===== config.mk =====
export PLATFORM = sky130hd
export DESIGN_NAME = resonant_two_pole_lowpass
export DESIGN_NICKNAME = d
export VERILOG_FILES = /design/src/design/rtpl_pkg.sv /design/src/design/resonant_two_pole_lowpass.sv
export VERILOG_INCLUDE_DIRS = /design/src /design/src/design
export SDC_FILE = /design/constraint.sdc
export NUM_CORES = 2
export LEC_CHECK = 0
export ABC_CLOCK_PERIOD_IN_PS = 20500
export BUFFER_PORTS_ARGS = -buffer_cell sky130_fd_sc_hd__clkbuf_2
export CELL_PAD_IN_SITES_DETAIL_PLACEMENT = 2
export CELL_PAD_IN_SITES_GLOBAL_PLACEMENT = 2
export CORE_AREA = 3 3 589 357
export DETAILED_ROUTE_END_ITERATION = 10
export DIE_AREA = 0 0 592 360
export GPL_TIMING_DRIVEN = 0
export HOLD_SLACK_MARGIN = 0.06
export MAX_ROUTING_LAYER = met4
export PLACE_DENSITY_LB_ADDON = 0.05
export SYNTH_ARGS = -nofsm -noshare
export SYNTH_HDL_FRONTEND = slang
export SYNTH_SLANG_ARGS = --single-unit

===== constraint.sdc =====
create_clock -name clk -period 20.5 [get_ports clk]
set_input_delay 0 -clock clk [delete_from_list [all_inputs] [get_ports clk]]
set_output_delay 0 -clock clk [all_outputs]
set_load 0.02 [all_outputs]

===== src/design/resonant_two_pole_lowpass_defines.svh =====
// ----------------------------------------------------------------------------
// Assertion macros for the resonant two-pole lowpass
// Same-cycle and next-cycle implication checks on clk, disabled in reset.
// ----------------------------------------------------------------------------
`ifndef RESONANT_TWO_POLE_LOWPASS_DEFINES_SVH
`define RESONANT_TWO_POLE_LOWPASS_DEFINES_SVH

// ante implies cons in the same cycle
`define RTPL_ASSERT_NOW(label, ante, cons, msg) \
  label: assert property (@(posedge clk) disable iff (!rst_n) (ante) |-> (cons)) \
    else $error(msg);

// ante implies cons in the next cycle
`define RTPL_ASSERT_NEXT(label, ante, cons, msg) \
  label: assert property (@(posedge clk) disable iff (!rst_n) (ante) |=> (cons)) \
    else $error(msg);

`endif


===== src/design/rtpl_pkg.sv =====
// ----------------------------------------------------------------------------
// rtpl_pkg
// Types, constants, microcode table and saturation helpers of the lowpass.
// ----------------------------------------------------------------------------
`default_nettype none

package rtpl_pkg;

  localparam int SAMPLE_W = 16;
  localparam int CUTOFF_W = 16;
  localparam int RES_W    = 16;
  localparam int STAGE_W  = 32;
  localparam int PC_W     = 4;

  localparam logic [CUTOFF_W-1:0] CUTOFF_MAX = 16'd65529;

  typedef logic [PC_W-1:0] pc_t;

  localparam pc_t STEP_WAIT     = 4'd0;
  localparam pc_t STEP_DIV_INIT = 4'd1;
  localparam pc_t STEP_DIV      = 4'd2;
  localparam pc_t STEP_FB       = 4'd3;
  localparam pc_t STEP_MUL_LO   = 4'd4;
  localparam pc_t STEP_MUL_HI   = 4'd5;
  localparam pc_t STEP_ACC      = 4'd6;
  localparam pc_t STEP_TERM     = 4'd7;
  localparam pc_t STEP_MUL_T    = 4'd8;
  localparam pc_t STEP_NS0      = 4'd9;
  localparam pc_t STEP_DIFF     = 4'd10;
  localparam pc_t STEP_MUL_D    = 4'd11;
  localparam pc_t STEP_NS1      = 4'd12;
  localparam pc_t STEP_EMIT     = 4'd13;
  localparam pc_t STEP_RET      = 4'd14;

  typedef enum logic [3:0] {
    OP_NOP,
    OP_LOAD,
    OP_DIV_INIT,
    OP_DIV_STEP,
    OP_FB,
    OP_MUL_LO,
    OP_MUL_HI,
    OP_ACC,
    OP_TERM,
    OP_MUL_T,
    OP_NS0,
    OP_DIFF,
    OP_MUL_D,
    OP_NS1,
    OP_EMIT
  } op_t;

  typedef enum logic [2:0] {
    COND_NEVER,
    COND_ALWAYS,
    COND_NO_INPUT,
    COND_CNT_NZ,
    COND_OUT_BUSY
  } cond_t;

  typedef struct packed {
    op_t   op;
    cond_t cond;
    pc_t   target;
  } ucode_t;

  // control store: jump to target when cond holds, else fall through
  function automatic ucode_t ucode_rom(input pc_t pc);
    ucode_t w;
    unique case (pc)
      STEP_WAIT:     w = '{OP_LOAD,     COND_NO_INPUT, STEP_WAIT};
      STEP_DIV_INIT: w = '{OP_DIV_INIT, COND_NEVER,    STEP_WAIT};
      STEP_DIV:      w = '{OP_DIV_STEP, COND_CNT_NZ,   STEP_DIV};
      STEP_FB:       w = '{OP_FB,       COND_NEVER,    STEP_WAIT};
      STEP_MUL_LO:   w = '{OP_MUL_LO,   COND_NEVER,    STEP_WAIT};
      STEP_MUL_HI:   w = '{OP_MUL_HI,   COND_NEVER,    STEP_WAIT};
      STEP_ACC:      w = '{OP_ACC,      COND_NEVER,    STEP_WAIT};
      STEP_TERM:     w = '{OP_TERM,     COND_NEVER,    STEP_WAIT};
      STEP_MUL_T:    w = '{OP_MUL_T,    COND_NEVER,    STEP_WAIT};
      STEP_NS0:      w = '{OP_NS0,      COND_NEVER,    STEP_WAIT};
      STEP_DIFF:     w = '{OP_DIFF,     COND_NEVER,    STEP_WAIT};
      STEP_MUL_D:    w = '{OP_MUL_D,    COND_NEVER,    STEP_WAIT};
      STEP_NS1:      w = '{OP_NS1,      COND_NEVER,    STEP_WAIT};
      STEP_EMIT:     w = '{OP_EMIT,     COND_OUT_BUSY, STEP_EMIT};
      default:       w = '{OP_NOP,      COND_ALWAYS,   STEP_WAIT};
    endcase
    return w;
  endfunction

  // clamp a 54-bit signed value to the signed 32-bit range
  function automatic logic signed [STAGE_W-1:0] sat32(input logic signed [53:0] v);
    logic signed [STAGE_W-1:0] r;
    if (!v[53] && (|v[52:31])) begin
      r = 32'sh7FFF_FFFF;
    end else if (v[53] && !(&v[52:31])) begin
      r = 32'sh8000_0000;
    end else begin
      r = v[31:0];
    end
    return r;
  endfunction

  // Q8.24 stage to Q1.15: floor shift by 9, clamp to 16 bits
  function automatic logic [SAMPLE_W-1:0] to_q15(input logic signed [STAGE_W-1:0] s);
    logic [SAMPLE_W-1:0] r;
    if (!s[31] && (|s[30:24])) begin
      r = 16'h7FFF;
    end else if (s[31] && !(&s[30:24])) begin
      r = 16'h8000;
    end else begin
      r = s[24:9];
    end
    return r;
  endfunction

endpackage

`default_nettype wire


===== src/design/resonant_two_pole_lowpass.sv =====
// ----------------------------------------------------------------------------
// resonant_two_pole_lowpass
// Two-pole resonant lowpass run by a microcoded sequencer over one shared
// divider step and one shared 34x18 multiplier.
// ----------------------------------------------------------------------------
//  channel | direction | tdata (low bit up)          | tuser/tlast
//  in_     | slave     | sample_in[15:0] cutoff[15:0] | tlast = block_end
//  out_    | master    | sample_out[15:0]            | tlast = block_end_out
//  cfg_    | write     | resonance[15:0]             | -
//
//  An item runs from acceptance to the next ready through the one-bit-per-cycle
//  restoring divide for q/(1-f), then the multiply and update steps through the
//  single multiplier, then accept and return; no new item enters meanwhile.
//  Reset clears both stages, resonance and the sequencer; no clearing pass.
//  A stalled output holds the sequencer at its emit step; the output
//  register lets the next transaction enter while a result waits.
// ----------------------------------------------------------------------------
`default_nettype none
`include "resonant_two_pole_lowpass_defines.svh"

module resonant_two_pole_lowpass (
  input  wire logic                         clk,
  input  wire logic                         rst_n,
  input  wire logic                         cfg_wr_en,
  input  wire logic [rtpl_pkg::RES_W-1:0]   cfg_wr_data,  // resonance
  input  wire logic                         in_tvalid,
  output logic                              in_tready,
  input  wire logic [31:0]                  in_tdata,     // sample_in, cutoff
  input  wire logic                         in_tlast,
  output logic                              out_tvalid,
  input  wire logic                         out_tready,
  output logic [rtpl_pkg::SAMPLE_W-1:0]     out_tdata,    // sample_out
  output logic                              out_tlast
);
  import rtpl_pkg::*;

  // sequencer
  pc_t    pc_r, pc_nxt;
  ucode_t uword;
  logic   take_jump;
  logic   out_free;
  logic   emit_fire;

  // datapath
  logic [RES_W-1:0]          resonance_r;
  logic signed [SAMPLE_W-1:0] x_r;
  logic [CUTOFF_W-1:0]       f_r;
  logic                      last_r;
  logic signed [STAGE_W-1:0] s0_r, s1_r;
  logic signed [STAGE_W:0]   diff_r;
  logic [16:0]               rem_r;
  logic [31:0]               dvd_r;
  logic [4:0]                cnt_r;
  logic [30:0]               fb_r;
  logic signed [51:0]        prod_r;
  logic signed [63:0]        acc_r;
  logic signed [STAGE_W-1:0] t_r;
  logic [SAMPLE_W-1:0]       out_data_r;
  logic                      out_last_r;
  logic                      out_valid_r;

  logic [CUTOFF_W-1:0]       cutoff_in;
  logic [16:0]               divisor;
  logic [18:0]               trial;
  logic [32:0]               fb_sum;
  logic signed [33:0]        mul_a;
  logic signed [17:0]        mul_b;
  logic signed [51:0]        mul_p;
  logic signed [53:0]        term_sum;
  logic signed [53:0]        ns0_sum;
  logic signed [53:0]        ns1_sum;
  logic signed [STAGE_W:0]   stage_diff;

  assign uword = ucode_rom(pc_r);

  // next step
  always_comb begin
    unique case (uword.cond)
      COND_NEVER:    take_jump = 1'b0;
      COND_ALWAYS:   take_jump = 1'b1;
      COND_NO_INPUT: take_jump = !in_tvalid;
      COND_CNT_NZ:   take_jump = (cnt_r != '0);
      COND_OUT_BUSY: take_jump = out_valid_r && !out_tready;
      default:       take_jump = 1'b0;
    endcase
    pc_nxt = take_jump ? uword.target : pc_t'(pc_r + 1'b1);
  end

  // step outputs
  always_comb begin
    in_tready = (uword.op == OP_LOAD);
    out_free  = !out_valid_r || out_tready;
    emit_fire = (uword.op == OP_EMIT) && out_free;
  end

  assign cutoff_in = in_tdata[31:16];
  assign divisor   = 17'h1_0000 - {1'b0, f_r};
  assign trial     = {1'b0, rem_r, dvd_r[31]} - {2'b00, divisor};
  assign fb_sum    = {17'h0, resonance_r} + {1'b0, dvd_r};

  always_comb begin
    unique case (uword.op)
      OP_MUL_LO: begin
        mul_a = {3'b000, fb_r};
        mul_b = {2'b00, diff_r[15:0]};
      end
      OP_MUL_HI: begin
        mul_a = {3'b000, fb_r};
        mul_b = {diff_r[32], diff_r[32:16]};
      end
      OP_MUL_T: begin
        mul_a = {{2{t_r[31]}}, t_r};
        mul_b = {2'b00, f_r};
      end
      OP_MUL_D: begin
        mul_a = {diff_r[32], diff_r};
        mul_b = {2'b00, f_r};
      end
      default: begin
        mul_a = '0;
        mul_b = '0;
      end
    endcase
  end

  assign mul_p = mul_a * mul_b;

  // acc >>> 12, plus x in Q8.24, minus stage one
  assign term_sum = {{2{acc_r[63]}}, acc_r[63:12]}
                  + {{29{x_r[15]}}, x_r, 9'h000}
                  - {{22{s0_r[31]}}, s0_r};
  assign ns0_sum  = {{22{s0_r[31]}}, s0_r} + {{18{prod_r[51]}}, prod_r[51:16]};
  assign ns1_sum  = {{22{s1_r[31]}}, s1_r} + {{18{prod_r[51]}}, prod_r[51:16]};
  assign stage_diff = {s0_r[31], s0_r} - {s1_r[31], s1_r};

  always_ff @(posedge clk) begin
    if (!rst_n) begin
      pc_r        <= STEP_WAIT;
      out_valid_r <= 1'b0;
      resonance_r <= '0;
      s0_r        <= '0;
      s1_r        <= '0;
    end else begin
      pc_r <= pc_nxt;
      if (cfg_wr_en) begin
        resonance_r <= cfg_wr_data;
      end
      if (emit_fire) begin
        out_valid_r <= 1'b1;
      end else if (out_tready) begin
        out_valid_r <= 1'b0;
      end
      if (uword.op == OP_NS0) begin
        s0_r <= sat32(ns0_sum);
      end
      if (uword.op == OP_NS1) begin
        s1_r <= sat32(ns1_sum);
      end
    end
  end

  always_ff @(posedge clk) begin
    unique case (uword.op)
      OP_LOAD: begin
        if (in_tvalid) begin
          x_r    <= in_tdata[15:0];
          f_r    <= (cutoff_in > CUTOFF_MAX) ? CUTOFF_MAX : cutoff_in;
          last_r <= in_tlast;
        end
      end
      OP_DIV_INIT: begin
        rem_r  <= '0;
        dvd_r  <= {resonance_r, 16'h0000};
        cnt_r  <= 5'd31;
        diff_r <= stage_diff;
      end
      OP_DIV_STEP: begin
        // restoring step, quotient bits shift in behind the dividend
        if (!trial[18]) begin
          rem_r <= trial[16:0];
        end else begin
          rem_r <= {rem_r[15:0], dvd_r[31]};
        end
        dvd_r <= {dvd_r[30:0], !trial[18]};
        cnt_r <= cnt_r - 1'b1;
      end
      OP_FB: begin
        fb_r <= (|fb_sum[32:31]) ? 31'h7FFF_FFFF : fb_sum[30:0];
      end
      OP_MUL_LO: begin
        prod_r <= mul_p;
      end
      OP_MUL_HI: begin
        prod_r <= mul_p;
        acc_r  <= {{12{prod_r[51]}}, prod_r};
      end
      OP_ACC: begin
        // high partial product fits 48 signed bits
        acc_r <= acc_r + {prod_r[47:0], 16'h0000};
      end
      OP_TERM: begin
        t_r <= sat32(term_sum);
      end
      OP_MUL_T: begin
        prod_r <= mul_p;
      end
      OP_DIFF: begin
        diff_r <= stage_diff;
      end
      OP_MUL_D: begin
        prod_r <= mul_p;
      end
      OP_EMIT: begin
        if (out_free) begin
          out_data_r <= to_q15(s1_r);
          out_last_r <= last_r;
        end
      end
      default: begin
      end
    endcase
  end

  assign out_tvalid = out_valid_r;
  assign out_tdata  = out_data_r;
  assign out_tlast  = out_last_r;

  `RTPL_ASSERT_NEXT(a_accept_starts_div, in_tvalid && in_tready, pc_r == STEP_DIV_INIT, "accepted transaction did not start the divide")
  `RTPL_ASSERT_NEXT(a_div_exit, (pc_r == STEP_DIV) && (cnt_r == '0), pc_r == STEP_FB, "divide loop did not exit after last step")
  `RTPL_ASSERT_NOW(a_valid_from_emit, $rose(out_valid_r), $past(pc_r) == STEP_EMIT, "result raised outside the emit step")
  `RTPL_ASSERT_NEXT(a_emit_holds, (pc_r == STEP_EMIT) && out_valid_r && !out_tready, (pc_r == STEP_EMIT) && out_valid_r, "sequencer left emit while output was stalled")
  `RTPL_ASSERT_NEXT(a_emit_loads, (pc_r == STEP_EMIT) && !(out_valid_r && !out_tready), out_valid_r && (pc_r == STEP_RET), "free output not loaded at emit")

endmodule

`default_nettype wire


=== After elaboration in Yosys (flattened, before gate mapping) ===
Memory sizes are Yosys's and may differ from the RTL's. A register that Yosys moved wholly into a read port is not among the register bits.
Cells that the tools add are included.

* Equal/unequal tests: 18
* Mux-type cells: 18
* $mul: 1
* Add/subtract/negate cells: 11
* Magnitude comparators: 1
* Reduce and logical (&&, ||, !) cells: 42

{| class="wikitable"
|+ Operators with widths
! cell !! number
|-
| $mux W32 || 5
|-
| $pmux W64 S2 || 1
|-
| $pmux W34 S3 || 1
|-
| $add A32 B36 Y37 || 2
|-
| $reduce_and A22 Y1 || 3
|-
| $reduce_or A22 Y1 || 3
|-
| $add A64 B64 Y64 || 1
|-
| $pmux W32 S2 || 1
|-
| $pmux W18 S3 || 1
|-
| $sub A53 B32 Y54 || 1
|-
| $add A52 B25 Y53 || 1
|-
| $mul A34 B18 Y52 || 1
|-
| $pmux W17 S2 || 1
|-
| $add A16 B32 Y33 || 1
|-
| $sub A32 B32 Y33 || 1
|-
| $eq A4 B4 Y1 const B || 7
|-
| $sub A18 B17 Y19 || 1
|-
| $mux W17 || 1
|-
| $sub A17 B16 Y17 const A || 1
|-
| $eq A4 B3 Y1 const B || 4
|-
| $gt A16 B16 Y1 const B || 1
|-
| $mux W16 || 1
|-
| $logic_not A1 Y1 || 12
|-
| $logic_and A1 B1 Y1 || 10
|-
| other kinds (19) || 29
|}

* Memories: 1
* Output and inout bits: 19
* Register bits after elaboration: 401
* Logic and storage cells: 110
* Bits of input ports: 54
* Memory bits (read-only): 176

{| class="wikitable"
|+ Memory list
! name !! depth !! bits a word !! rd ports !! clocked after Yosys merged registers in !! write ports !! RTL line !! text
|-
| (no name shown) || 16 || 11 || 1 || 1 || 0 || rtpl_pkg.sv:70 || <nowiki>unique case (pc)</nowiki>
|}

=== Longest topological paths before layout ===
* Depth in word-level cells: 6
* Gate-level depth with buffers: 35
* Depth with buffers taken out: 32

=== Worst setup path after synthesis ===
Ideal clock, no wire load.

* Path type: register to register
* Start point: reg, netlist name uword[10]
* End point: reg prod_r[51] (data pin)
* Setup time: 260 ps
* Period minus slack after synthesis: 8,263 ps
* Data arrival time: 8,003 ps
* Buffers on the path: 3
* Slack: 12,237 ps
* Stages on the path, launching flop included: 34
* Path through: dfxtp_1 -> nand2_1 -> nor3_1 -> or2_2 -> clkbuf_1 -> clkbuf_1 -> nand2_1 -> nand2_1 -> clkbuf_1 -> nand2_1 -> fa_1 -> inv_1 -> fa_1 -> fa_1 -> inv_1 -> fa_1 -> inv_1 -> fa_1 -> inv_1 -> fa_1 -> inv_1 -> ha_1 -> a21o_1 -> a21o_1 -> a21oi_1 -> a2bb2oi_1 -> nand3_1 -> a211oi_1 -> o21bai_1 -> a21oi_1 -> o31a_1 -> o311ai_0 -> o41a_1 -> xnor2_1

* Cells in the longest elaborated chain, start to end: 4

{| class="wikitable"
|+ RTL lines
! element !! RTL line !! text
|-
| $eq A4 B3 Y1 / $eq A4 B4 Y1 (equally long branches) || resonant_two_pole_lowpass.sv:102 || <nowiki>unique case (uword.op)</nowiki>
|-
| $reduce_or A2 Y1 (no line) || - ||
|-
| $pmux W34 S3 / $pmux W18 S3 (equally long branches) || resonant_two_pole_lowpass.sv:102 ||
|-
| $mul A34 B18 Y52 * || resonant_two_pole_lowpass.sv:126 || <nowiki>assign mul_p = mul_a * mul_b;</nowiki>
|-
| net mul_p[51] || resonant_two_pole_lowpass.sv:68 || <nowiki>logic signed [51:0] mul_p;</nowiki>
|-
| to (signal assigned) || resonant_two_pole_lowpass.sv:191 || <nowiki>prod_r <= mul_p;</nowiki>
|-
| to (signal assigned) || resonant_two_pole_lowpass.sv:194 || <nowiki>prod_r <= mul_p;</nowiki>
|-
| to (signal assigned) || resonant_two_pole_lowpass.sv:205 || <nowiki>prod_r <= mul_p;</nowiki>
|-
| to (decl) || resonant_two_pole_lowpass.sv:55 || <nowiki>logic signed [51:0] prod_r;</nowiki>
|}

The timed path passes the listed nets; every way through them passes the cells marked *.
A chain may end at the register's enable or synchronous reset.

=== Worst setup path after layout ===
* Start point: reg, netlist name uword[8]
* End point: reg prod_r[46] (data pin)

* Cells in the longest elaborated chain, start to end: 4

{| class="wikitable"
|+ RTL lines
! element !! RTL line
|-
| $eq A4 B3 Y1 / $eq A4 B4 Y1 (equally long branches) || resonant_two_pole_lowpass.sv:102
|-
| $reduce_or A2 Y1 (no line) || -
|-
| $pmux W34 S3 / $pmux W18 S3 (equally long branches) || resonant_two_pole_lowpass.sv:102
|-
| $mul A34 B18 Y52 * || resonant_two_pole_lowpass.sv:126
|-
| net mul_p[46] || resonant_two_pole_lowpass.sv:68
|}

Marks and branches as above.

==> qor.txt <==
result of the run = complete, no violations
initial antenna violation count = 41
maximum clock rate = 81.42 MHz
setup repair after global routing missed its margin = false
GRT Residual Overflow = 0
largest net degree at the start of global routing = 64
Final Hold Vio Count = 0
wire length per cell = 26.89 um
final period utilization = 0.5991
DIE AREA = 213100 um2
global-route wire length before repair = 331.0 mm
crit-path max cell delay = 0.93 ns
final WL = 230.9 mm
Power per Cell Area = 105.5 nW/um2
instance area after placement = 53360 um2
number of max-slew violations in the final report = 0
Post-synth top flop = sky130_fd_sc_hd__edfxtp_1
# Post-CTS Setup Buffers = 0
Mean Syn Cell Area = 8.865 um2
endpoint of the most critical register-to-register path = prod_r[46]
worst path arrival time = 12.75 ns
start point of the worst min-delay path = in_tdata[29]
antenna-violating nets left = 0
category of cells accounting for the largest share of critical-path delay = adder cells
HPWL after detailed placement = 197.8 mm
Cell variety after synth = 85
Max transition margin = 0.05033
Post-synth EDFFs = 304
Hold Path Class = input pin to register
Finished Cell Area = 55990 um2
summed negative setup slack over all endpoints = 0 ns
time the worst path needs with I/O delays and setup = 12.28 ns
chip height = 360 um
maximum clock path buffer count = 3
most used cell, CP = sky130_fd_sc_hd__fa_1
DRC violation count after routing = 0
final setup vio count = 0
detailed-route via count = 40890
clock sink count = 397
WHS Endpoint = f_r[13]
CTS Buf Count = 50
clock skew = 0.04881 ns
WHS Path Cells = 3
number of nets in the finished design = 6833
Synth Instances = 5546
pin slew with the least headroom to its limit = 1.425 ns
most frequent cells in the layout = 912 x sky130_fd_sc_hd__inv_1, 694 x sky130_fd_sc_hd__nand2_1, 624 x sky130_fd_sc_hd__fa_1
element type at the critical path end = register
via count of the first global-routing pass = 43390
leakage dissipation = 25.29 nW
startpoint of the worst-slack reg-to-reg timing path = uword[8]
length in cells of the worst reg-to-reg path = 31
insertion delay to the later sink of the worst-skew pair = 0.69 ns
TritonRoute pass-1 iters = 5
DRT iter0 DRCs = 3119
Starting Density = 0.2393
# H-tree levels = 2
fraction of synthesis flops using an asynchronous set or reset pin = 0
via/cell ratio = 4.763
register bit total from synthesis = 397
critical path class = register to register
PostCTS Resize Cnt = 0
proportion of layout cells with a drive suffix above 1 = 0.04399
most common library cell in the layout ignoring fill and taps = sky130_fd_sc_hd__inv_1
Tot GR Track Use = 0.2221
Post-Syn Area = 49160 um2
clock-pin transition on the worst setup and hold timing paths = 0.07 ns
peak supply drop = 68.77 uV
max-cap check violation count = 0
Critical Path RT = 20.96 ns
num ports = 73
placer's final routability congestion estimate = 0.8639
total of hold buffers inserted after clock tree synthesis = 79
setup slack, reg-to-reg = 8.22 ns
worst path bufs/invs = 7
Core ar. = 205500 um2
worst-path cell with the longest stage delay = sky130_fd_sc_hd__nor2_1
num rows = 129
portion of the post-synthesis area used by sequential elements = 0.2235
overall power = 5.909 mW
CTS tree = built
post-synthesis to final-layout area growth = 13.89%
clock root cell = sky130_fd_sc_hd__clkbuf_16
Yosys warning total = 0
Critical Path Start Type = register
horizontal die dimension = 592 um
port buffer count = 71
biggest fanout along the worst timing path = 10
[per-layer routing]
layer / track usage / up-vias / routed length, um
li1: - / 18590 / -
met1: 0.3748 / 21490 / 132200
met2: 0.2797 / 733 / 85750
met3: 0.02382 / 83 / 11180
met4: 0.01942 / 0 / 1712
met5: - / - / 0
[cell usage after synthesis (all sizes together) (7+ instances only)]
cell,number,area share
and3,50,0.0064
or2,12,0.0015
nor4,16,0.0020
nand3,72,0.0074
inv,913,0.070
a21boi,16,0.0024
a31oi,31,0.0043
clkbuf,189,0.014
a211oi,21,0.0032
buf,19,0.0020
a211o,8,0.0014
nand2b,71,0.0090
o2111ai,13,0.0024
ha,377,0.096
o21ai,293,0.030
or3,18,0.0023
o21a,44,0.0067
and4,8,0.0014
dfxtp,93,0.038
a21o,141,0.022
nor2,469,0.036
a31o,11,0.0020
nor3,52,0.0053
xnor2,157,0.028
fa,624,0.25
o31ai,13,0.0021
a21oi,321,0.033
o311ai,7,0.0012
o21bai,35,0.0053
a22oi,48,0.0073
nor2b,52,0.0066
xor2,118,0.021
mux2i,26,0.0053
edfxtp,304,0.19
o211ai,18,0.0027
and2,64,0.0081
nand2,694,0.053
nand4,33,0.0042
[worst reg2reg max path: cells and delay by family, from the launching register on]
kind            cells  cell delay, ns
fa+ha+maj           7            3.46
simple gates       10            3.44
compound gates      6            2.69
buf+inv             7            1.81
flops               1            0.39
xor+xnor            1            0.27
[worst max path at each step]
stage	start	end	slack, ns	cells after the start
floorplan	uword[10]	prod_r[51]	12.24	33
global placement	uword[8]	prod_r[46]	7.30	30
detailed placement	uword[8]	prod_r[46]	8.15	33
CTS	uword[8]	prod_r[46]	8.09	33
global route	uword[8]	prod_r[46]	7.59	31
finish	uword[8]	prod_r[46]	8.22	31
[where the power goes]
group	total (mW)	internal, mW	switching, mW
logic	3.50	1.09	2.40
clock network	1.02	0.582	0.439
registers	1.39	1.14	0.251
total	5.91	2.82	3.09
[cell type report]
cell class / instances / area [um2]
diodes: 14 / 35.03
plain buffers: 208 / 817.0
clock buffers: 65 / 1421
clock inverters: 29 / 382.9
fillers: 23310 / 149500
inverters: 913 / 3427
multi-input cells: 4029 / 34000
flip-flops and latches: 397 / 10990
well taps: 2751 / 3442
repair buffers: 179 / 1471
[through the flow]
step	setup WS [ns]	hold slack (ns)	cells	util
after global routing	7.594	0.1190	8572	0.2723
final	8.218	0.1230	8585	0.2725
after global placement	7.299	0.1784	8369	0.2578
after CTS	8.086	0.06262	8570	0.2723
after floorplan	12.24	0.09887	5547	-
after detailed placement	8.150	0.1803	8397	0.2597
[registers in the layout, summed over array words and instances, names as in the netlist, 31 cells and up]
name,count
acc_r,52
diff_r,33
dvd_r,32
fb_r,31
prod_r,52
s0_r,32
s1_r,32
t_r,32
[cells by family after synthesis]
group | synth area share
xor gates and xnor gates | 0.04899
other | 0.00007627
DFF | 0.2235
and+or+nand+nor | 0.1480
adders and majority gates | 0.3500
muxes | 0.005981
AOI/OAI and AO/OA | 0.1372
buffers and inverters | 0.08620
(Power assumes the default switching activity.)
